**src/rtl/dssr_pkg.sv**
```systemverilog
// shared types and constants of the dual stepper speed ramp
package dssr_pkg;

   localparam int ACCEL_W     = 15;
   localparam int RATE_W      = 16;
   localparam int PERIOD_W    = 21;
   localparam int QUOT_BITS   = 21;
   localparam int CSR_ADDR_W  = 4;
   localparam int CSR_DATA_W  = 32;
   localparam int QUEUE_DEPTH = 2;

   localparam int unsigned PCT_SCALE      = 100;
   localparam int unsigned HALF_SECOND_US = 500000;

   localparam logic [PERIOD_W-1:0] STOP_PERIOD = 21'd2000000;

   localparam logic [1:0] REG_ACCEL_LIMIT     = 2'd0;
   localparam logic [1:0] REG_FULL_SCALE_RATE = 2'd1;
   localparam logic [1:0] REG_MIN_RATE        = 2'd2;

   localparam logic [ACCEL_W-1:0] ACCEL_LIMIT_RESET     = 15'd256;
   localparam logic [RATE_W-1:0]  FULL_SCALE_RATE_RESET = 16'd6000;
   localparam logic [RATE_W-1:0]  MIN_RATE_RESET        = 16'd10;

   typedef struct packed {
      logic [ACCEL_W-1:0] accel_limit;
      logic [RATE_W-1:0]  full_scale_rate;
      logic [RATE_W-1:0]  min_rate;
   } cfg_type;

   typedef enum logic [2:0] {
      BK_IDLE,
      BK_MUL,
      BK_CHECK,
      BK_DIV,
      BK_DONE
   } back_state_type;

endpackage

```
**src/rtl/dssr_queue.sv**
```systemverilog
// small register queue between the ramp front end and the period back end
module dssr_queue
   import dssr_pkg::*;
#(
   parameter int WIDTH = 8,
   parameter int DEPTH = 2
) (
   input  logic             clock,
   input  logic             reset,
   input  logic             push,
   input  logic [WIDTH-1:0] push_data,
   output logic             full,
   input  logic             pop,
   output logic             pop_valid,
   output logic [WIDTH-1:0] pop_data
);

   localparam int PTR_W = (DEPTH > 1) ? $clog2(DEPTH) : 1;
   localparam int CNT_W = $clog2(DEPTH + 1);

   logic [WIDTH-1:0] slot_ff [DEPTH];
   logic [PTR_W-1:0] wr_ptr_ff, wr_ptr_in;
   logic [PTR_W-1:0] rd_ptr_ff, rd_ptr_in;
   logic [CNT_W-1:0] count_ff, count_in;
   logic             do_push, do_pop;

   assign full      = (count_ff == CNT_W'(DEPTH));
   assign pop_valid = (count_ff != '0);
   assign pop_data  = slot_ff[rd_ptr_ff];
   assign do_push   = push && !full;
   assign do_pop    = pop && pop_valid;

   always_comb begin
      wr_ptr_in = wr_ptr_ff;
      rd_ptr_in = rd_ptr_ff;
      count_in  = count_ff;
      if (do_push) begin
         wr_ptr_in = (wr_ptr_ff == PTR_W'(DEPTH - 1)) ? '0 : wr_ptr_ff + 1'b1;
      end
      if (do_pop) begin
         rd_ptr_in = (rd_ptr_ff == PTR_W'(DEPTH - 1)) ? '0 : rd_ptr_ff + 1'b1;
      end
      if (do_push && !do_pop) begin
         count_in = count_ff + 1'b1;
      end else if (do_pop && !do_push) begin
         count_in = count_ff - 1'b1;
      end
   end

   always_ff @(posedge clock) begin
      if (reset) begin
         wr_ptr_ff <= '0;
         rd_ptr_ff <= '0;
         count_ff  <= '0;
      end else begin
         wr_ptr_ff <= wr_ptr_in;
         rd_ptr_ff <= rd_ptr_in;
         count_ff  <= count_in;
      end
   end

   always_ff @(posedge clock) begin
      if (do_push) begin
         slot_ff[wr_ptr_ff] <= push_data;
      end
   end

endmodule

```
**src/rtl/dssr_front.sv**
```systemverilog
// front end: accepts targets, ramps the current speeds, queues direction and magnitude
module dssr_front
   import dssr_pkg::*;
#(
   parameter int SPEED_WIDTH = 16,
   parameter int FRAC_BITS   = 8
) (
   input  logic                                clock,
   input  logic                                reset,
   input  logic                                req_valid,
   output logic                                req_ready,
   input  logic signed [SPEED_WIDTH-1:0]       req_target_left,
   input  logic signed [SPEED_WIDTH-1:0]       req_target_right,
   input  logic [ACCEL_W-1:0]                  accel_limit,
   input  logic                                queue_full,
   output logic                                push,
   output logic [2+2*$clog2((PCT_SCALE << FRAC_BITS) + 1)-1:0] push_data
);

   localparam int unsigned FULL_PCT = PCT_SCALE << FRAC_BITS;
   localparam int MW = $clog2(FULL_PCT + 1);
   localparam int SW = SPEED_WIDTH;
   localparam int RW = SW + ACCEL_W + 2;
   localparam int CW = ((SW > MW) ? SW : MW) + 1;

   logic signed [SW-1:0] speed_left_ff, speed_left_in;
   logic signed [SW-1:0] speed_right_ff, speed_right_in;
   logic                 both_zero;

   function automatic logic signed [SW-1:0] ramp_step(input logic signed [SW-1:0] now,
                                                      input logic signed [SW-1:0] tgt,
                                                      input logic [ACCEL_W-1:0] lim);
      logic signed [RW-1:0] now_x;
      logic signed [RW-1:0] tgt_x;
      logic signed [RW-1:0] lim_x;
      logic signed [RW-1:0] delta;
      logic signed [RW-1:0] res;
      now_x = RW'(now);
      tgt_x = RW'(tgt);
      lim_x = $signed(RW'(lim));
      delta = tgt_x - now_x;
      if (delta > lim_x) begin
         res = now_x + lim_x;
      end else if (delta < -lim_x) begin
         res = now_x - lim_x;
      end else begin
         res = tgt_x;
      end
      return res[SW-1:0];
   endfunction

   function automatic logic [MW-1:0] clamp_mag(input logic signed [SW-1:0] s);
      logic [SW-1:0] raw;
      logic [SW-1:0] a;
      logic [CW-1:0] ax;
      raw = s;
      a   = raw[SW-1] ? (~raw + 1'b1) : raw;
      ax  = CW'(a);
      if (ax > CW'(FULL_PCT)) begin
         return MW'(FULL_PCT);
      end
      return ax[MW-1:0];
   endfunction

   assign req_ready = !queue_full;
   assign push      = req_valid && !queue_full;
   assign both_zero = (req_target_left == '0) && (req_target_right == '0);

   always_comb begin
      if (both_zero) begin
         speed_left_in  = '0;
         speed_right_in = '0;
      end else begin
         speed_left_in  = ramp_step(speed_left_ff, req_target_left, accel_limit);
         speed_right_in = ramp_step(speed_right_ff, req_target_right, accel_limit);
      end
   end

   assign push_data = {!speed_left_in[SW-1], !speed_right_in[SW-1],
                       clamp_mag(speed_left_in), clamp_mag(speed_right_in)};

   always_ff @(posedge clock) begin
      if (reset) begin
         speed_left_ff  <= '0;
         speed_right_ff <= '0;
      end else if (push) begin
         speed_left_ff  <= speed_left_in;
         speed_right_ff <= speed_right_in;
      end
   end

endmodule

```
**src/rtl/dssr_back.sv**
```systemverilog
// back end: step rate product, stop check and shared restoring divider for both sides
module dssr_back
   import dssr_pkg::*;
#(
   parameter int FRAC_BITS = 8
) (
   input  logic                  clock,
   input  logic                  reset,
   input  logic                  queue_valid,
   input  logic [2+2*$clog2((PCT_SCALE << FRAC_BITS) + 1)-1:0] queue_data,
   output logic                  queue_pop,
   input  cfg_type               cfg,
   output logic                  rsp_valid,
   input  logic                  rsp_ready,
   output logic                  rsp_dir_left,
   output logic                  rsp_dir_right,
   output logic [PERIOD_W-1:0]   rsp_half_period_left,
   output logic [PERIOD_W-1:0]   rsp_half_period_right
);

   localparam int unsigned FULL_PCT = PCT_SCALE << FRAC_BITS;
   localparam int MW = $clog2(FULL_PCT + 1);
   localparam int PW = MW + RATE_W;
   localparam int DW = PW + QUOT_BITS;
   localparam int CNT_W = $clog2(QUOT_BITS);
   localparam logic [63:0] NUMER_WIDE = 64'(HALF_SECOND_US) * 64'(FULL_PCT);
   localparam logic [DW-1:0] NUMER = NUMER_WIDE[DW-1:0];

   back_state_type      state_ff, state_in;
   logic                side_ff, side_in;
   logic                dir_l_ff, dir_l_in, dir_r_ff, dir_r_in;
   logic [MW-1:0]       mag_l_ff, mag_l_in, mag_r_ff, mag_r_in;
   logic [PW-1:0]       prod_ff, prod_in;
   logic [PW-1:0]       thr_ff, thr_in;
   logic [DW-1:0]       rem_ff, rem_in;
   logic [DW-1:0]       dsh_ff, dsh_in;
   logic [QUOT_BITS-1:0] quo_ff, quo_in;
   logic [CNT_W-1:0]    cnt_ff, cnt_in;
   logic [PERIOD_W-1:0] per_l_ff, per_l_in, per_r_ff, per_r_in;
   logic                rsp_valid_ff, rsp_valid_in;
   logic                rsp_dir_l_ff, rsp_dir_r_ff;
   logic [PERIOD_W-1:0] rsp_per_l_ff, rsp_per_r_ff;

   logic                stop_case;
   logic                div_ge;
   logic [QUOT_BITS-1:0] quo_next;
   logic [PERIOD_W-1:0] per_div;
   logic                out_free;
   logic                out_load;
   logic [MW-1:0]       mag_sel;

   assign mag_sel   = side_ff ? mag_r_ff : mag_l_ff;
   assign stop_case = (prod_ff == '0) || (prod_ff < thr_ff) ||
                      (NUMER >= {prod_ff, QUOT_BITS'(0)});
   assign div_ge    = (rem_ff >= dsh_ff);
   assign quo_next  = {quo_ff[QUOT_BITS-2:0], div_ge};
   assign per_div   = (quo_next > STOP_PERIOD) ? STOP_PERIOD : quo_next;
   assign out_free  = !rsp_valid_ff || rsp_ready;

   // next state
   always_comb begin
      state_in = state_ff;
      case (state_ff)
         BK_IDLE: begin
            if (queue_valid) begin
               state_in = BK_MUL;
            end
         end
         BK_MUL: begin
            state_in = BK_CHECK;
         end
         BK_CHECK: begin
            if (stop_case) begin
               state_in = side_ff ? BK_DONE : BK_MUL;
            end else begin
               state_in = BK_DIV;
            end
         end
         BK_DIV: begin
            if (cnt_ff == '0) begin
               state_in = side_ff ? BK_DONE : BK_MUL;
            end
         end
         BK_DONE: begin
            if (out_free) begin
               state_in = BK_IDLE;
            end
         end
         default: begin
            state_in = BK_IDLE;
         end
      endcase
   end

   // datapath and outputs
   always_comb begin
      queue_pop = 1'b0;
      out_load  = 1'b0;
      side_in   = side_ff;
      dir_l_in  = dir_l_ff;
      dir_r_in  = dir_r_ff;
      mag_l_in  = mag_l_ff;
      mag_r_in  = mag_r_ff;
      prod_in   = prod_ff;
      thr_in    = thr_ff;
      rem_in    = rem_ff;
      dsh_in    = dsh_ff;
      quo_in    = quo_ff;
      cnt_in    = cnt_ff;
      per_l_in  = per_l_ff;
      per_r_in  = per_r_ff;
      case (state_ff)
         BK_IDLE: begin
            if (queue_valid) begin
               queue_pop = 1'b1;
               side_in   = 1'b0;
               {dir_l_in, dir_r_in, mag_l_in, mag_r_in} = queue_data;
            end
         end
         BK_MUL: begin
            prod_in = PW'(mag_sel) * PW'(cfg.full_scale_rate);
            thr_in  = PW'(cfg.min_rate) * PW'(FULL_PCT);
         end
         BK_CHECK: begin
            if (stop_case) begin
               if (side_ff) begin
                  per_r_in = STOP_PERIOD;
               end else begin
                  per_l_in = STOP_PERIOD;
               end
               side_in = 1'b1;
            end else begin
               rem_in = NUMER;
               dsh_in = DW'({prod_ff, (QUOT_BITS - 1)'(0)});
               quo_in = '0;
               cnt_in = CNT_W'(QUOT_BITS - 1);
            end
         end
         BK_DIV: begin
            rem_in = div_ge ? (rem_ff - dsh_ff) : rem_ff;
            dsh_in = dsh_ff >> 1;
            quo_in = quo_next;
            cnt_in = cnt_ff - 1'b1;
            if (cnt_ff == '0) begin
               if (side_ff) begin
                  per_r_in = per_div;
               end else begin
                  per_l_in = per_div;
               end
               side_in = 1'b1;
            end
         end
         BK_DONE: begin
            out_load = out_free;
         end
         default: begin
         end
      endcase
   end

   assign rsp_valid_in = out_load ? 1'b1 : (rsp_ready ? 1'b0 : rsp_valid_ff);

   always_ff @(posedge clock) begin
      if (reset) begin
         state_ff     <= BK_IDLE;
         side_ff      <= 1'b0;
         rsp_valid_ff <= 1'b0;
      end else begin
         state_ff     <= state_in;
         side_ff      <= side_in;
         rsp_valid_ff <= rsp_valid_in;
      end
   end

   always_ff @(posedge clock) begin
      dir_l_ff <= dir_l_in;
      dir_r_ff <= dir_r_in;
      mag_l_ff <= mag_l_in;
      mag_r_ff <= mag_r_in;
      prod_ff  <= prod_in;
      thr_ff   <= thr_in;
      rem_ff   <= rem_in;
      dsh_ff   <= dsh_in;
      quo_ff   <= quo_in;
      cnt_ff   <= cnt_in;
      per_l_ff <= per_l_in;
      per_r_ff <= per_r_in;
      if (out_load) begin
         rsp_dir_l_ff <= dir_l_ff;
         rsp_dir_r_ff <= dir_r_ff;
         rsp_per_l_ff <= per_l_ff;
         rsp_per_r_ff <= per_r_ff;
      end
   end

   assign rsp_valid             = rsp_valid_ff;
   assign rsp_dir_left          = rsp_dir_l_ff;
   assign rsp_dir_right         = rsp_dir_r_ff;
   assign rsp_half_period_left  = rsp_per_l_ff;
   assign rsp_half_period_right = rsp_per_r_ff;

   a_load_when_free: assert property (@(posedge clock) disable iff (reset)
      out_load |-> (!rsp_valid_ff || rsp_ready))
      else $error("result register overwritten while a beat waits");

   a_period_bound: assert property (@(posedge clock) disable iff (reset)
      rsp_valid_ff |-> (rsp_per_l_ff <= STOP_PERIOD && rsp_per_r_ff <= STOP_PERIOD))
      else $error("half period above stop period");

   a_div_exit: assert property (@(posedge clock) disable iff (reset)
      (state_ff == BK_DIV && state_in != BK_DIV) |-> (cnt_ff == '0))
      else $error("divider left before its last step");

   a_pop_starts: assert property (@(posedge clock) disable iff (reset)
      queue_pop |=> (state_ff == BK_MUL && side_ff == 1'b0))
      else $error("popped entry not started on the left side");

endmodule

```
**src/rtl/dual_stepper_speed_ramp_top.sv**
```systemverilog
// top level of the dual stepper speed ramp with its configuration registers
//
//  channel  | direction | handshake              | beat
//  req_     | in        | req_valid / req_ready  | target_left, target_right
//  rsp_     | out       | rsp_valid / rsp_ready  | dir and half period, both sides
//  csr_     | in        | apb, pready tied high  | accel_limit, full_scale_rate, min_rate
//
//  in the back end each item gets two passes of a 21-step restoring divider,
//  one per side, each after a multiply and a check state
//  stopped sides skip their divider pass; the front end ramps in the accept cycle
//  a two-entry queue lets the front accept while the back end works or stalls
//  reset is synchronous and clears speeds, queue, registers and result valid
module dual_stepper_speed_ramp_top
   import dssr_pkg::*;
#(
   parameter int SPEED_WIDTH = 16,
   parameter int FRAC_BITS   = 8
) (
   input  logic                          clock,
   input  logic                          reset,
   input  logic                          req_valid,
   output logic                          req_ready,
   input  logic signed [SPEED_WIDTH-1:0] req_target_left,
   input  logic signed [SPEED_WIDTH-1:0] req_target_right,
   output logic                          rsp_valid,
   input  logic                          rsp_ready,
   output logic                          rsp_dir_left,
   output logic                          rsp_dir_right,
   output logic [PERIOD_W-1:0]           rsp_half_period_left,
   output logic [PERIOD_W-1:0]           rsp_half_period_right,
   input  logic                          csr_psel,
   input  logic                          csr_penable,
   input  logic                          csr_pwrite,
   input  logic [CSR_ADDR_W-1:0]         csr_paddr,
   input  logic [CSR_DATA_W-1:0]         csr_pwdata,
   output logic [CSR_DATA_W-1:0]         csr_prdata,
   output logic                          csr_pready
);

   localparam int MW = $clog2((PCT_SCALE << FRAC_BITS) + 1);
   localparam int EW = 2 + 2 * MW;

   cfg_type         cfg_ff, cfg_in;
   logic            csr_write;
   logic [1:0]      csr_index;
   logic            queue_full;
   logic            push;
   logic [EW-1:0]   push_data;
   logic            queue_pop;
   logic            queue_valid;
   logic [EW-1:0]   queue_data;

   assign csr_pready = 1'b1;
   assign csr_index  = csr_paddr[3:2];
   assign csr_write  = csr_psel && csr_penable && csr_pwrite && csr_pready;

   always_comb begin
      cfg_in = cfg_ff;
      if (csr_write) begin
         case (csr_index)
            REG_ACCEL_LIMIT:     cfg_in.accel_limit     = csr_pwdata[ACCEL_W-1:0];
            REG_FULL_SCALE_RATE: cfg_in.full_scale_rate = csr_pwdata[RATE_W-1:0];
            REG_MIN_RATE:        cfg_in.min_rate        = csr_pwdata[RATE_W-1:0];
            default: begin
            end
         endcase
      end
   end

   always_comb begin
      case (csr_index)
         REG_ACCEL_LIMIT:     csr_prdata = CSR_DATA_W'(cfg_ff.accel_limit);
         REG_FULL_SCALE_RATE: csr_prdata = CSR_DATA_W'(cfg_ff.full_scale_rate);
         REG_MIN_RATE:        csr_prdata = CSR_DATA_W'(cfg_ff.min_rate);
         default:             csr_prdata = '0;
      endcase
   end

   always_ff @(posedge clock) begin
      if (reset) begin
         cfg_ff.accel_limit     <= ACCEL_LIMIT_RESET;
         cfg_ff.full_scale_rate <= FULL_SCALE_RATE_RESET;
         cfg_ff.min_rate        <= MIN_RATE_RESET;
      end else begin
         cfg_ff <= cfg_in;
      end
   end

   dssr_front #(
      .SPEED_WIDTH (SPEED_WIDTH),
      .FRAC_BITS   (FRAC_BITS)
   ) u_front (
      .clock            (clock),
      .reset            (reset),
      .req_valid        (req_valid),
      .req_ready        (req_ready),
      .req_target_left  (req_target_left),
      .req_target_right (req_target_right),
      .accel_limit      (cfg_ff.accel_limit),
      .queue_full       (queue_full),
      .push             (push),
      .push_data        (push_data)
   );

   dssr_queue #(
      .WIDTH (EW),
      .DEPTH (QUEUE_DEPTH)
   ) u_queue (
      .clock     (clock),
      .reset     (reset),
      .push      (push),
      .push_data (push_data),
      .full      (queue_full),
      .pop       (queue_pop),
      .pop_valid (queue_valid),
      .pop_data  (queue_data)
   );

   dssr_back #(
      .FRAC_BITS (FRAC_BITS)
   ) u_back (
      .clock                 (clock),
      .reset                 (reset),
      .queue_valid           (queue_valid),
      .queue_data            (queue_data),
      .queue_pop             (queue_pop),
      .cfg                   (cfg_ff),
      .rsp_valid             (rsp_valid),
      .rsp_ready             (rsp_ready),
      .rsp_dir_left          (rsp_dir_left),
      .rsp_dir_right         (rsp_dir_right),
      .rsp_half_period_left  (rsp_half_period_left),
      .rsp_half_period_right (rsp_half_period_right)
   );

endmodule

```
**config.mk**
```make
export PLATFORM = sky130hd
export DESIGN_NAME = dual_stepper_speed_ramp_top
export DESIGN_NICKNAME = d
export VERILOG_FILES = /design/src/rtl/dssr_pkg.sv /design/src/rtl/dssr_queue.sv /design/src/rtl/dssr_front.sv /design/src/rtl/dssr_back.sv /design/src/rtl/dual_stepper_speed_ramp_top.sv
export SDC_FILE = /design/constraint.sdc
export NUM_CORES = 2
export LEC_CHECK = 0
export ABC_AREA = 1
export BUFFER_PORTS_ARGS = -buffer_cell sky130_fd_sc_hd__buf_2
export CAP_MARGIN = 10
export CORE_MARGIN = 1
export CORE_UTILIZATION = 40
export CTS_BUF_LIST = sky130_fd_sc_hd__clkbuf_4
export CTS_CLUSTER_SIZE = 14
export DETAILED_ROUTE_END_ITERATION = 8
export GPL_TIMING_DRIVEN = 0
export PLACE_DENSITY_LB_ADDON = 0.12
export SETUP_SLACK_MARGIN = 0.4
export SLEW_MARGIN = 10
export SYNTH_ARGS = -nofsm -noshare
export SYNTH_HDL_FRONTEND = slang
export SYNTH_HIERARCHICAL = 1
export SYNTH_SLANG_ARGS = --single-unit
```
**constraint.sdc**
```tcl
create_clock -name clock -period 8.25 [get_ports clock]
set_clock_uncertainty 0.05 [all_clocks]
set_input_delay 1.2375 -clock clock [delete_from_list [all_inputs] [get_ports clock]]
set_output_delay 1.2375 -clock clock [all_outputs]
set_load 0.05 [all_outputs]
```
# After elaboration in Yosys (flattened, before gate mapping)
# Memories as Yosys holds them, arrays and structs flattened. A register that Yosys moved wholly into a read port is not among the register bits.
# Index checks and enable logic that the tools add are counted.
# classes
order_cmp	10
bitwise_logic	2
n_mul	2
n_shift	0
n_mux	57
div	0
reduce_logical	38
n_addsub	15
n_eq_ne	17
# ops
op	count
$pmux 52 s2	2
$mux 21	9
$mux 52	3
$mux 16	8
$pmux 21 s2	2
$mux 15	5
$gt 33x16->1	2
$lt 33x33->1	2
$ge 34x52->1 const A	1
$ge 52x52->1	1
$sub 52x52->52	1
$pmux 16 s3	1
$pmux 20 s2	1
$sub 16x16->17	2
$neg 15->33	1
$add 16x1->16 const B	2
$add 16x16->16	2
$gt 16x15->1 const B	2
$logic_not 16->1	2
$not 16->16	2
$sub 16x16->16	2
$logic_not 31->1	1
$lt 31x31->1	1
$mul 15x16->31	1
other kinds (33)	85
# totals
romBits	0
input_bits	75
output_inout_bits	79
n_memories	1
ramBits	64
latch_bits	0
register_bits	355
word_cells	165
# memory_table
name	words	width	read_ports	rd_ports_with_merged_regs	write_ports	line_no	rtl
u_queue.slot_ff	2	32	1	1	1	dssr_queue.sv:21	logic [WIDTH-1:0] slot_ff [DEPTH];

# Longest topological paths before layout
# depth
word_depth	11
mapped_depth	44
ltp_nobuf	41

# Hierarchy
# Netlist, hierarchy kept.
# by_module_without_submodules
module	cells_each	area_per_inst_um2	n_inst	seq_area_each_um2
dssr_back	2796	24674.9	1	9048.7
dssr_front	1784	10949.3	1	640.6
dssr_queue	137	2710.1	1	2021.9
dual_stepper_speed_ramp_top	361	2307.2	1	940.9

# Worst setup path before layout
# No wires, ideal clock.
# synth_path
kind	flip-flop to flip-flop
startpoint	register u_back.side_ff
endpoint	register u_back.prod_ff[21] (data pin)
stages_incl_launch_ff	28
required_time_ns	7.948
path_buffers	3
slack_ns	1.754
period_less_slack_ns	6.496
setup_ns	0.252
t_arrival_ns	6.194
cell_sequence	dfxtp_1 > buf_2 > clkbuf_1 > mux2i_1 > clkbuf_1 > nor2_1 > fa_1 > inv_1 > fa_1 > inv_1 > fa_1 > inv_1 > fa_1 > inv_1 > fa_1 > inv_1 > fa_1 > inv_1 > ha_1 > a21o_1 > nor2_1 > nand2_1 > a21oi_1 > o21ai_0 > a21oi_1 > inv_1 > nand2_1 > nand2_1
# synth_via
elab_chain_len	2
# synth_rtl
element	line_no	rtl
start, declared	dssr_back.sv:30	logic side_ff, side_in;
start signal, assigned	dssr_back.sv:170	side_ff <= side_in;
$mux 15	dssr_back.sv:52	assign mag_sel = side_ff ? mag_r_ff : mag_l_ff;
$mul 15x16->31	dssr_back.sv:121	prod_in = PW'(mag_sel) * PW'(cfg.full_scale_rate);
end signal, assigned	dssr_back.sv:180	prod_ff <= prod_in;
end, declared	dssr_back.sv:33	logic [PW-1:0] prod_ff, prod_in;
# Every way passes these cells.
# A chain may end at the register's enable or synchronous reset.

# Worst setup path after layout
# Ends and elaborated chain as after synthesis.

==> metrics.cfg <==
[worst_setup_path]
crit_arrival_ps=8060
r2r_end=u_back/prod_ff[21]
required_ps=8900
cp_top_family=adder cells
rrSetupSlack_ps=850
timing.rr.start=u_back/side_ff
worst-path-buf-inv=11
rr_worst_depth=29
crit_slowest_cell=fa_1
critPathKind=reg2reg
worst_setup_path_start_kind=flop
crit_path_max_fanout=10
critPathMaxStageDelay_ps=530
cp_common_cell=inv_1
end_kind=flop

[route]
vias=34050
drtPass1Iterations=6
drt_iter0_drc=2106
via_per_inst=4.99
drc=0
final_antenna_net_count=0
wl_per_cell_um=18.2
drt_wl_total_um=124000

[logic_synthesis]
synthCells=5078
post-synth-top-count-cell=nand2_1
synth_seq_area_share_pct=31.1
synth_cell_types=62
yosys.area.top_type=edfxtp_1
yosys-top-cells-area=edfxtp_1 27%, ha_1 12%, nand2_1 9.8%, fa_1 9.8%, inv_1 7.7%
synth_ff_type=edfxtp_1
synth_top_area_share_pct=26.7
ys_warn_count=6
syn_area_per_cell_um2=8.00
yosys_register_bits=451
syn_area_um2=40600
synth_common_cells=1063 x nand2_1, 829 x inv_1, 586 x nor2_1
synth_edf_count=362
synth-async-reset-ratio_pct=0

[sta]
final.min_clock_period_ps=7400
worst_pin_slew_ps=985
post-route-period-util_pct=89.8
slew_headroom_pct=34.3
hold_viol=0
grt_setup_unrepaired=false
max_freq_mhz=135
hold-worst-slack_ps=359
setup_tns_ps=0
setup_viol=0
report.final.slew_viol_count=0

[cts]
cts_buffer_depth=3
cts_made_buffers=132
cts_sinks=451
path_clk_slew_ps=70
h-tree-depth=4
insertion_delay_ps=1010
cts_tree=yes
cts_root_buf=clkbuf_4

[floorplanning]
die-width_um=321
start_util_pct=40.5
ioPinCount=154
dieArea_um2=103000
rows=116
coreArea_um2=100000
die_h_um=321

[grt]
grt_pass1_vias=33718
grt_max_degree=53
antenna_found_initial=5
overflow=0
grt_pass1_wl_um=193000
groute.usage.overall_pct=24.4

[placement]
dp_hpwl_um=102000
gp_congestion=0.936
port_buffers=118
post-place-cells=6579

[hold_path]
worstHoldPathType=reg2reg
worstHoldStart=u_back/per_r_ff[4]
min_path_cells=0
min_to=u_back/rsp_half_period_right[4]

[outcome]
status=finished, final reports clean

[cells_and_area]
fillers=10432
layout.nets=6033
stdcell_count=6818
finish.utilization_pct=44.7
syn2layout_area_growth_pct=10.5
drive_gt1_share_pct=12.5

[job]
maxCapViolCount=0

[final cells by class]
class / count / area [um2] / area share (%)
clock buffers: 193 / 1450 / 3.23
flip-flops and latches: 451 / 12700 / 28.2
inverters: 861 / 3230 / 7.20
repair buffers: 129 / 741 / 1.65
well taps: 1357 / 1700 / 3.78
plain buffers: 136 / 836 / 1.86
clock inverters: 44 / 246 / 0.549
multi-input cells: 3645 / 24000 / 53.5
diodes: 2 / 5.00 / 0.0111
[flip-flops by register name, indices dropped and copies added, names as in the netlist, 2 cells and up, named ones only]
name,count
u_queue/slot_ff,64
u_back/rsp_half_period_right,21
u_back/mag_r_ff,15
u_front/speed_left_ff,16
u_back/prod_ff,31
u_back/thr_ff,21
u_back/per_r_ff,21
u_queue/count_ff,2
u_back/cnt_ff,5
u_back/quo_ff,20
cfg_ff,47
u_front/speed_right_ff,16
u_back/state_ff,3
u_back/mag_l_ff,15
u_back/dsh_ff,51
u_back/per_l_ff,21
u_back/rem_ff,52
u_back/rsp_half_period_left,21
[worst register-to-register path, delay by kind of cell (launching register included)]
family / cells / cell delay [ps]
AOI/OAI and AO/OA: 5 / 1430
adders and majority gates: 7 / 3400
buffers and inverters: 11 / 1220
DFF: 1 / 300
and+or+nand+nor: 6 / 710
[logic make-up (layout without fill, tap and decap cells)]
kind of cell | count (synthesis) | in the layout | share of synthesized area [%]
buf+inv | 997 | 1363 | 10.0
fa+ha+maj | 602 | 602 | 22.2
xor+xnor | 122 | 122 | 2.63
other cells | 2 | 19 | 0.0185
flops | 451 | 451 | 31.1
compound gates | 622 | 622 | 8.57
simple gates | 2247 | 2247 | 24.2
mux | 35 | 35 | 1.24
[layer usage]
layer,wire length [um],GRT usage (%)
met3,5470,3.30
met1,57200,32.6
met2,58000,40.9
met4,3140,7.66
met5,0,0
[stage by stage]
step	worst slack, ps	area, um2
global placement	-443	43000
floorplan	1750	40700
CTS	469	44900
detailed placement	415	43200
finish	845	44900
global route	403	44900
[how the worst max path moves through the flow]
stage | start | cells past startpoint | endpoint | slack (ps)
floorplan | u_back/side_ff | 27 | u_back/prod_ff[21] | 1750
global placement | rsp_ready | 3 | u_back/rsp_dir_left | -440
detailed placement | u_back/side_ff | 27 | u_back/prod_ff[21] | 420
CTS | u_back/side_ff | 27 | u_back/prod_ff[21] | 470
global route | u_back/side_ff | 29 | u_back/prod_ff[21] | 400
finish | u_back/side_ff | 29 | u_back/prod_ff[21] | 850
[placed cells by master (no fill, tap or decap), types with 89 or more instances in the layout]
cell type	Yosys	routed
ha_1	404	404
inv_1	829	829
o21ai_0	171	171
nand3_1	294	294
edfxtp_1	362	362
nor2_1	586	582
buf_2	32	151
clkbuf_4	0	193
nand2_1	1063	1061
a21oi_1	305	305
fa_1	198	198
dfxtp_1	89	89
xor2_1	97	97
[timing repair]
action,4_1_cts,5_1_grt
hold buffers,0,0
endpoints found under the setup margin,2,8
cloned,0,0
setup buffers,0,0
resized for setup,1,11
Power is not shown: default switching activity piles up to over one toggle a cycle in this logic, so the estimate is an artifact.
